[src/rtl/char_lcd_cursor_command_gen_macros.svh]
// assertion macros used by the lcd command generator top level
`ifndef CHAR_LCD_CURSOR_COMMAND_GEN_MACROS_SVH
`define CHAR_LCD_CURSOR_COMMAND_GEN_MACROS_SVH

// same-cycle implication, sampled on clk, off while arst_n is low
`define CLCD_ASSERT_IMPL(label, ante, cons) \
	label: assert property (@(posedge clk) disable iff (!arst_n) (ante) |-> (cons)) \
		else $error("clcd assertion failed");

// next-cycle implication, sampled on clk, off while arst_n is low
`define CLCD_ASSERT_NEXT(label, ante, cons) \
	label: assert property (@(posedge clk) disable iff (!arst_n) (ante) |=> (cons)) \
		else $error("clcd assertion failed");

`endif

[src/rtl/clcd_pkg.sv]
// types, codes and helpers of the lcd cursor command generator
`timescale 1ns / 1ps
`default_nettype none
package clcd_pkg;

	localparam int COLUMNS_DEF = 20;
	localparam int ROWS_DEF    = 4;

	typedef enum logic [2:0] {
		MODE_PUT    = 3'd0,
		MODE_LINEAR = 3'd1,
		MODE_COLROW = 3'd2,
		MODE_CLEAR  = 3'd3,
		MODE_HOME   = 3'd4,
		MODE_STYLE  = 3'd5
	} mode_t;

	// control characters
	localparam logic [7:0] CH_NUL = 8'h00;
	localparam logic [7:0] CH_BS  = 8'h08;
	localparam logic [7:0] CH_LF  = 8'h0A;
	localparam logic [7:0] CH_CR  = 8'h0D;

	// lcd command bytes
	localparam logic [7:0] CMD_CLEAR   = 8'h01;
	localparam logic [7:0] CMD_HOME    = 8'h02;
	localparam logic [7:0] CMD_ENTRY   = 8'h04;
	localparam logic [7:0] CMD_DISPLAY = 8'h08;
	localparam logic [7:0] DISPLAY_ON  = 8'h04;
	localparam logic [7:0] CMD_DDRAM   = 8'h80;
	localparam logic [7:0] CHAR_BLANK  = 8'h20;

	localparam logic [3:0][7:0] ROW_BASE = {8'h54, 8'h14, 8'h40, 8'h00};

	typedef struct packed {
		logic [2:0] mode;
		logic [7:0] char_code;
		logic [6:0] position;
		logic [4:0] column;
		logic [1:0] row;
		logic       show_cursor;
		logic       blink_cursor;
		logic       move_increment;
		logic       shift_display;
	} req_t;

	typedef struct packed {
		logic       rs;
		logic [7:0] data;
	} write_t;

	// one request's run of bus writes plus the cursor it leaves
	typedef struct packed {
		logic [1:0]       count;
		write_t [2:0]     wr;
		logic [4:0]       col;
		logic [1:0]       row;
	} run_t;

	function automatic logic [7:0] ddram_cmd(input logic [1:0] row, input logic [4:0] col);
		ddram_cmd = CMD_DDRAM | (ROW_BASE[row] + {3'b000, col});
	endfunction

endpackage
`default_nettype wire

[src/rtl/clcd_ifs.sv]
// request and bus write channel interfaces
`timescale 1ns / 1ps
`default_nettype none
interface clcd_req_if;
	logic       valid;
	logic       ready;
	logic [2:0] mode;
	logic [7:0] char_code;
	logic [6:0] position;
	logic [4:0] column;
	logic [1:0] row;
	logic       show_cursor;
	logic       blink_cursor;
	logic       move_increment;
	logic       shift_display;

	modport source(output valid, mode, char_code, position, column, row, show_cursor,
		blink_cursor, move_increment, shift_display, input ready);
	modport sink(input valid, mode, char_code, position, column, row, show_cursor,
		blink_cursor, move_increment, shift_display, output ready);
endinterface

interface clcd_wr_if;
	logic       valid;
	logic       ready;
	logic       reg_select;
	logic [7:0] bus_byte;
	logic [4:0] cursor_col;
	logic [1:0] cursor_row;
	logic       last;

	modport source(output valid, reg_select, bus_byte, cursor_col, cursor_row, last,
		input ready);
	modport sink(input valid, reg_select, bus_byte, cursor_col, cursor_row, last,
		output ready);
endinterface
`default_nettype wire

[src/rtl/char_lcd_cursor_command_gen.sv]
// top level of the character lcd cursor tracking command generator
// Turns cursor requests for a COLUMNS x ROWS character lcd (20x4 by default,
// row bases 0x00, 0x40, 0x14, 0x54) into runs of one to three bus writes, each
// a register select bit and a byte, while tracking the cursor column and row.
// A request lands in an input register, is decoded combinationally into a run
// register, and the run is played out on the bus channel one write per clock
// while the bus is ready. Every write carries the cursor as it stands after the
// request, and last marks the final write of the run. The bus channel is the
// bottleneck: a request holds it for each of its writes (1 to 3, none for mode
// codes 6 and 7), so the sustained rate is one bus write per clock while the
// bus is ready. The next request is taken into the input register while a run
// is still being played out, and its run loads in the same cycle the previous
// run's last write is taken, so runs follow each other with no gap. A request
// passes the input register and then the run register before its first write.
`timescale 1ns / 1ps
`default_nettype none
module char_lcd_cursor_command_gen #(
	parameter int COLUMNS = clcd_pkg::COLUMNS_DEF,
	parameter int ROWS    = clcd_pkg::ROWS_DEF
) (
	input  wire         clk,
	input  wire         arst_n,
	clcd_req_if.sink    req,
	clcd_wr_if.source   bus
);
	`include "char_lcd_cursor_command_gen_macros.svh"

	localparam logic [4:0] LAST_COL = 5'(COLUMNS - 1);

	// input register
	logic             s1_valid_q;
	clcd_pkg::req_t   req_s1;

	// tracked cursor
	logic [4:0]       cur_col_q;
	logic [1:0]       cur_row_q;

	// run register and write pointer
	logic             run_valid_q;
	clcd_pkg::run_t   run_q;
	logic [1:0]       idx_q;

	clcd_pkg::run_t   dec_run;
	logic             out_take;
	logic             run_last;
	logic             run_free;
	logic             s1_take;

	clcd_decode #(
		.COLUMNS(COLUMNS),
		.ROWS   (ROWS)
	) u_decode (
		.req    (req_s1),
		.cur_col(cur_col_q),
		.cur_row(cur_row_q),
		.run    (dec_run)
	);

	assign out_take  = bus.valid && bus.ready;
	assign run_last  = (idx_q == 2'(run_q.count - 2'd1));
	// run register frees when empty or when its last write is taken
	assign run_free  = !run_valid_q || (out_take && run_last);
	assign s1_take   = s1_valid_q && run_free;
	assign req.ready = !s1_valid_q || s1_take;

	// input register: capture a request whenever it has room
	always_ff @(posedge clk or negedge arst_n) begin
		if (!arst_n) begin
			s1_valid_q <= 1'b0;
		end else if (req.valid && req.ready) begin
			s1_valid_q <= 1'b1;
		end else if (s1_take) begin
			s1_valid_q <= 1'b0;
		end
	end

	always_ff @(posedge clk) begin
		if (req.valid && req.ready) begin
			req_s1 <= '{req.mode, req.char_code, req.position, req.column, req.row,
				req.show_cursor, req.blink_cursor, req.move_increment,
				req.shift_display};
		end
	end

	// cursor moves when the decoded request enters the run register
	always_ff @(posedge clk or negedge arst_n) begin
		if (!arst_n) begin
			cur_col_q <= 5'd0;
			cur_row_q <= 2'd0;
		end else if (s1_take) begin
			cur_col_q <= dec_run.col;
			cur_row_q <= dec_run.row;
		end
	end

	// run register: load on take, step the pointer per write, drop after last
	always_ff @(posedge clk or negedge arst_n) begin
		if (!arst_n) begin
			run_valid_q <= 1'b0;
			idx_q       <= 2'd0;
		end else if (s1_take) begin
			run_valid_q <= (dec_run.count != 2'd0);
			idx_q       <= 2'd0;
		end else if (out_take) begin
			if (run_last) begin
				run_valid_q <= 1'b0;
			end else begin
				idx_q <= 2'(idx_q + 2'd1);
			end
		end
	end

	always_ff @(posedge clk) begin
		if (s1_take) begin
			run_q <= dec_run;
		end
	end

	// bus channel
	assign bus.valid      = run_valid_q;
	assign bus.reg_select = run_q.wr[idx_q].rs;
	assign bus.bus_byte   = run_q.wr[idx_q].data;
	assign bus.cursor_col = run_q.col;
	assign bus.cursor_row = run_q.row;
	assign bus.last       = run_last;

	// write pointer stays inside the loaded run
	`CLCD_ASSERT_IMPL(a_idx_in_run, run_valid_q, (run_q.count != 2'd0) && (idx_q < run_q.count))
	// tracked column never leaves the display
	`CLCD_ASSERT_IMPL(a_col_range, 1'b1, cur_col_q <= LAST_COL)
	// a request is only taken into a full input register when it drains
	`CLCD_ASSERT_IMPL(a_s1_no_overwrite, req.valid && req.ready && s1_valid_q, s1_take)
	// cursor changes only when a request is decoded
	`CLCD_ASSERT_NEXT(a_cursor_hold, !s1_take, $stable(cur_col_q) && $stable(cur_row_q))
	// run empties after its last write when nothing new loads
	`CLCD_ASSERT_NEXT(a_run_drain, out_take && run_last && !s1_take, !run_valid_q)
endmodule
`default_nettype wire

[src/rtl/clcd_decode.sv]
// request decode: next cursor and the run of bus writes for one request
`timescale 1ns / 1ps
`default_nettype none
module clcd_decode #(
	parameter int COLUMNS = clcd_pkg::COLUMNS_DEF,
	parameter int ROWS    = clcd_pkg::ROWS_DEF
) (
	input  var clcd_pkg::req_t req,
	input  var logic [4:0]     cur_col,
	input  var logic [1:0]     cur_row,
	output clcd_pkg::run_t     run
);
	localparam logic [4:0] LAST_COL = 5'(COLUMNS - 1);
	localparam logic [1:0] LAST_ROW = 2'(ROWS - 1);
	localparam logic [6:0] LAST_CELL = 7'(COLUMNS * ROWS - 1);

	logic [4:0] nc;
	logic [1:0] nr;
	logic [6:0] pos;
	logic [7:0] cmd;

	always_comb begin
		nc  = cur_col;
		nr  = cur_row;
		pos = (req.position > LAST_CELL) ? LAST_CELL : req.position;
		case (clcd_pkg::mode_t'(req.mode))
			clcd_pkg::MODE_PUT: begin
				case (req.char_code)
					clcd_pkg::CH_NUL: ;
					clcd_pkg::CH_CR: nc = 5'd0;
					clcd_pkg::CH_LF: begin
						if (cur_row < LAST_ROW) nr = 2'(cur_row + 2'd1);
					end
					clcd_pkg::CH_BS: begin
						if (cur_col != 5'd0) begin
							nc = 5'(cur_col - 5'd1);
						end else if (cur_row != 2'd0) begin
							nr = 2'(cur_row - 2'd1);
							nc = LAST_COL;
						end
					end
					default: begin
						// advance with wrap, sticking at the last cell
						if (cur_col < LAST_COL) begin
							nc = 5'(cur_col + 5'd1);
						end else if (cur_row < LAST_ROW) begin
							nr = 2'(cur_row + 2'd1);
							nc = 5'd0;
						end else begin
							nc = LAST_COL;
							nr = LAST_ROW;
						end
					end
				endcase
			end
			clcd_pkg::MODE_LINEAR: begin
				nr = 2'd0;
				for (int r = 1; r < 4; r++) begin
					if (r < ROWS && pos >= 7'(r * COLUMNS)) nr = 2'(r);
				end
				nc = 5'(pos - 7'(int'(nr) * COLUMNS));
			end
			clcd_pkg::MODE_COLROW: begin
				nc = (req.column > LAST_COL) ? LAST_COL : req.column;
				nr = (req.row > LAST_ROW) ? LAST_ROW : req.row;
			end
			clcd_pkg::MODE_CLEAR, clcd_pkg::MODE_HOME: begin
				nc = 5'd0;
				nr = 2'd0;
			end
			default: ;
		endcase
	end

	always_comb begin
		cmd       = clcd_pkg::ddram_cmd(nr, nc);
		run       = '0;
		run.col   = nc;
		run.row   = nr;
		case (clcd_pkg::mode_t'(req.mode))
			clcd_pkg::MODE_PUT: begin
				case (req.char_code)
					clcd_pkg::CH_NUL, clcd_pkg::CH_CR, clcd_pkg::CH_LF: begin
						run.count = 2'd1;
						run.wr[0] = '{1'b0, cmd};
					end
					clcd_pkg::CH_BS: begin
						run.count = 2'd3;
						run.wr[0] = '{1'b0, cmd};
						run.wr[1] = '{1'b1, clcd_pkg::CHAR_BLANK};
						run.wr[2] = '{1'b0, cmd};
					end
					default: begin
						run.count = 2'd2;
						run.wr[0] = '{1'b1, req.char_code};
						run.wr[1] = '{1'b0, cmd};
					end
				endcase
			end
			clcd_pkg::MODE_LINEAR, clcd_pkg::MODE_COLROW: begin
				run.count = 2'd1;
				run.wr[0] = '{1'b0, cmd};
			end
			clcd_pkg::MODE_CLEAR: begin
				run.count = 2'd1;
				run.wr[0] = '{1'b0, clcd_pkg::CMD_CLEAR};
			end
			clcd_pkg::MODE_HOME: begin
				run.count = 2'd1;
				run.wr[0] = '{1'b0, clcd_pkg::CMD_HOME};
			end
			clcd_pkg::MODE_STYLE: begin
				run.count = 2'd2;
				run.wr[0] = '{1'b0, clcd_pkg::CMD_DISPLAY | clcd_pkg::DISPLAY_ON
					| {6'b000000, req.show_cursor, req.blink_cursor}};
				run.wr[1] = '{1'b0, clcd_pkg::CMD_ENTRY
					| {6'b000000, req.move_increment, req.shift_display}};
			end
			default: ;
		endcase
	end
endmodule
`default_nettype wire
[src/flat_wrapper.sv]
// flat-port wrapper written by rule: the top's interface ports become plain ports
module char_lcd_cursor_command_gen_flat 
#(
	parameter int COLUMNS = clcd_pkg::COLUMNS_DEF,
	parameter int ROWS    = clcd_pkg::ROWS_DEF
)
  (clk, arst_n, req_valid, req_mode, req_char_code, req_position, req_column, req_row, req_show_cursor, req_blink_cursor, req_move_increment, req_shift_display, req_ready, bus_valid, bus_reg_select, bus_bus_byte, bus_cursor_col, bus_cursor_row, bus_last, bus_ready);
  clcd_req_if req_i ();
  clcd_wr_if bus_i ();
  input  wire clk;
  input  wire arst_n;
  input wire logic [$bits(req_i.valid)-1:0] req_valid;
  input wire logic [$bits(req_i.mode)-1:0] req_mode;
  input wire logic [$bits(req_i.char_code)-1:0] req_char_code;
  input wire logic [$bits(req_i.position)-1:0] req_position;
  input wire logic [$bits(req_i.column)-1:0] req_column;
  input wire logic [$bits(req_i.row)-1:0] req_row;
  input wire logic [$bits(req_i.show_cursor)-1:0] req_show_cursor;
  input wire logic [$bits(req_i.blink_cursor)-1:0] req_blink_cursor;
  input wire logic [$bits(req_i.move_increment)-1:0] req_move_increment;
  input wire logic [$bits(req_i.shift_display)-1:0] req_shift_display;
  output wire logic [$bits(req_i.ready)-1:0] req_ready;
  output wire logic [$bits(bus_i.valid)-1:0] bus_valid;
  output wire logic [$bits(bus_i.reg_select)-1:0] bus_reg_select;
  output wire logic [$bits(bus_i.bus_byte)-1:0] bus_bus_byte;
  output wire logic [$bits(bus_i.cursor_col)-1:0] bus_cursor_col;
  output wire logic [$bits(bus_i.cursor_row)-1:0] bus_cursor_row;
  output wire logic [$bits(bus_i.last)-1:0] bus_last;
  input wire logic [$bits(bus_i.ready)-1:0] bus_ready;
  assign req_i.valid = req_valid;
  assign req_i.mode = req_mode;
  assign req_i.char_code = req_char_code;
  assign req_i.position = req_position;
  assign req_i.column = req_column;
  assign req_i.row = req_row;
  assign req_i.show_cursor = req_show_cursor;
  assign req_i.blink_cursor = req_blink_cursor;
  assign req_i.move_increment = req_move_increment;
  assign req_i.shift_display = req_shift_display;
  assign req_ready = req_i.ready;
  assign bus_valid = bus_i.valid;
  assign bus_reg_select = bus_i.reg_select;
  assign bus_bus_byte = bus_i.bus_byte;
  assign bus_cursor_col = bus_i.cursor_col;
  assign bus_cursor_row = bus_i.cursor_row;
  assign bus_last = bus_i.last;
  assign bus_i.ready = bus_ready;
  char_lcd_cursor_command_gen #(.COLUMNS(COLUMNS), .ROWS(ROWS)) u_core (.clk(clk), .arst_n(arst_n), .req(req_i), .bus(bus_i));
endmodule
[config.mk]
export PLATFORM = sky130hd
export DESIGN_NAME = char_lcd_cursor_command_gen_flat
export DESIGN_NICKNAME = d
export VERILOG_FILES = /design/src/rtl/clcd_pkg.sv /design/src/rtl/clcd_ifs.sv /design/src/rtl/char_lcd_cursor_command_gen.sv /design/src/rtl/clcd_decode.sv /design/src/flat_wrapper.sv
export VERILOG_INCLUDE_DIRS = /design/src /design/src/rtl
export SDC_FILE = /design/constraint.sdc
export NUM_CORES = 1
export LEC_CHECK = 0
export ABC_AREA = 1
export BUFFER_PORTS_ARGS = -buffer_cell sky130_fd_sc_hd__buf_2
export CAP_MARGIN = 20
export CORE_UTILIZATION = 30
export CTS_CLUSTER_DIAMETER = 200
export CTS_CLUSTER_SIZE = 16
export DETAILED_ROUTE_END_ITERATION = 7
export SYNTH_ARGS = -nofsm -noshare
export SYNTH_HDL_FRONTEND = slang
export SYNTH_HIERARCHICAL = 1
export SYNTH_SLANG_ARGS = --single-unit
[constraint.sdc]
create_clock -name clk -period 4 [get_ports clk]
set_clock_uncertainty 0.05 [all_clocks]
set_input_delay 0.6 -clock clk [delete_from_list [all_inputs] [get_ports clk]]
set_output_delay 0.6 -clock clk [all_outputs]
set_load 0.01 [all_outputs]
==> impl_metrics.yaml <==
detailed_routing:
  drc: 0
  dr.pass1.iters: 4
  ant_nets: 0
  wire_per_inst_um: 15.0
  vias: 3154
  drtIter0Drc: 159
  wirelength_um: 10100
  viasPerCell: 4.68
min_path:
  hold_path_class: "in2async"
global_route:
  gr-usage-met1_pct: 21.8
  antenna_found_initial: 0
  met3_usage_pct: 3.37
  globalRouteTotalUtil_pct: 15.5
  grt_pass1_vias: 3171
  grt_pass1_wl_um: 16700
  grt_start_max_net_pins: 34
  met2_usage_pct: 23.5
  busiest_layer: "met2"
  grt_overflow: 0
layout:
  syn_to_final_growth_pct: 17.2
  antenna_cells: 0
  layout_common_cells: "nand2_1 (103), edfxtp_1 (65), buf_2 (51)"
  nets: 533
  final_common_cell: "nand2_1"
  fin_cells: 674
  drive_above_1_share_pct: 23.7
  finish.instance_area_um2: 4870
synth:
  netlist_instances: 447
  synth-edff-count: 65
  ys_ff_latch: 76
  synth-main-ff-cell: "edfxtp_1"
  synth_top_cell_area_share_pct: 47.0
  ys_top_cells_by_area: "edfxtp_1 (47%), nand2_1 (9.3%), dfrtp_1 (6.6%)"
  yosys.area.top_type: "edfxtp_1"
  seq_area_frac_synth_pct: 53.6
  ys_warn_count: 6
  ys_types: 42
  syn_nets: 487
  syn_area_um2: 4160
  synth_area_per_cell_um2: 9.30
  synthArstFlopShare_pct: 14.5
power_and_ir_drop:
  peakVddDrop_mv: 0.468
  power_density_nw_per_um2: 729
  leakagePower_nw: 2.15
floorplan:
  die_area_um2: 14300
  core-area_um2: 13400
  io_pins: 52
  initial_core_util_pct: 31.0
  die_h_um: 120
  rows: 42
  die_w_um: 120
placed_design:
  place.gp.congestion: 0.897
  dpl_cell_area_um2: 4530
  dpl.hpwl_um: 7680
  dp_cells: 658
  io_buffers: 51
timing:
  tightestPinTransition_ps: 731
  final_max_slew_viol_count: 0
  setup-violations-final: 0
  post-route-min-period_ps: 3240
  timing.slew.headroom_pct: 51.2
  rsz0062_at_grt: "no"
  finalCritPeriodShare_pct: 81.0
  finalSetupTns_ps: 0
  timing.fmax_ghz: 0.309
  hold_ws_ps: 76.6
  hold_viol: 0
clock_tree:
  cts_htree_levels: 3
  clkLatencyLatePin_ps: 340
  post_cts_resized: 0
  cts_buffer_depth: 2
  cts_tree: "yes"
  path_clk_slew_ps: 60
  ctsHoldBuffers: 0
  cts_made_buffers: 9
  clkSinkCount: 76
  post-cts-setup-buffer-count: 0
  cts-root-buf: "clkbuf_16"
worst_setup_path:
  cp_max_fo: 5
  r2r_setup_slack_ps: 760
  start_kind: "flop"
  r2r_end: "u_core/run_q[11]$_DFFE_PP_"
  crit_path_end_kind: "flop"
  rr_worst_depth: 15
  crit_type: "reg2reg"
  cp.required_ps: 4020
  r2r_start: "u_core/req_s1[15]$_DFFE_PP_"
  worstPathArrival_ps: 3260
run:
  drv_cap: 0
status:
  status: "completed"
==> logic make-up after synthesis <==
family                   Yosys count  synth area share, %
flip-flops                        76                 53.6
other                              1               0.0902
AO/OA/AOI/OAI                     59                 9.09
adder cells (fa/ha/maj)            7                 2.29
buffers and inverters             77                 8.10
XOR/XNOR                           3                0.632
AND/OR/NAND/NOR                  224                 26.2
==> metrics by stage <==
step	util, %	total power, mW	setup WS (ps)
finish	36.3	3.55	760
global route	36.3	3.81	493
CTS	36.3	3.58	789
detailed placement	33.8	2.70	806
global placement	33.8	2.68	905
floorplan	-	2.30	1130
==> metal layers <==
layer  part of all wire (%)  routed length, um
met1                     49               5010
met2                     46               4620
met3                    3.3                337
met4                    1.5                153
met5                      0                  0
==> critical path: stages (launching register included) <==
cell and delay [ps]:
edfxtp_1 450, o21ai_1 210, nand2_1 130, o21ai_1 180
nand2_1 90, nand2_1 90, ha_1 140, inv_1 40
fa_1 470, a211oi_2 290, nand3_2 120, nand2_1 70
inv_1 60, ha_1 210, xnor2_1 240, o22ai_1 130
==> where the power goes <==
part	internal [mW]	total, mW	switching [mW]
registers	1.20	1.41	0.211
clock network	0.554	0.873	0.318
logic	0.413	1.26	0.851
total	2.17	3.55	1.38
==> flip-flops by register name (all words and copies together) (netlist names) <==
| name | cells |
|---|---|
| u_core/req_s1 | 29 |
| u_core/run_q | 29 |
| u_core/bus.cursor_col | 5 |
| u_core/cur_col_q | 5 |
| u_core/bus.cursor_row | 2 |
| u_core/cur_row_q | 2 |
| u_core/idx_q | 2 |
| u_core/bus.valid | 1 |
| u_core/s1_valid_q | 1 |
==> cells in the mapped netlist (3+ instances only) <==
master    count
a21oi_1      10
buf_2         6
buf_4        10
dfrtp_1      11
edfxtp_1     65
ha_1          6
inv_1        49
inv_2         9
nand2_1     103
nand2_2      13
nand3_1      34
nand3_2       9
nand4_1       3
nor2_1       44
nor2_2        6
nor2_4        3
nor2_8        3
o21ai_0      15
o21ai_1       6
o21ai_2       3
o31ai_1      11
==> final cells by class <==
cell class,instances,area (um^2)
multi-input combinational,294,1590
fill,1389,8530
clock buffer,14,318
timing repair buffer,53,270
clock inverter,2,17.5
sequential,76,2230
inverter,59,224
tap,176,220
==> worst max path at each step <==
stage	start	to	slack (ps)
after floorplan	u_core/req_s1[16]$_DFFE_PP_	u_core/run_q[11]$_DFFE_PP_	1130
after global placement	u_core/req_s1[16]$_DFFE_PP_	u_core/run_q[11]$_DFFE_PP_	910
after detailed placement	u_core/req_s1[15]$_DFFE_PP_	u_core/run_q[11]$_DFFE_PP_	810
after CTS	u_core/req_s1[15]$_DFFE_PP_	u_core/run_q[11]$_DFFE_PP_	790
after global routing	u_core/req_s1[16]$_DFFE_PP_	u_core/run_q[11]$_DFFE_PP_	490
final	u_core/req_s1[15]$_DFFE_PP_	u_core/run_q[11]$_DFFE_PP_	760
(Power assumes the default switching activity.)
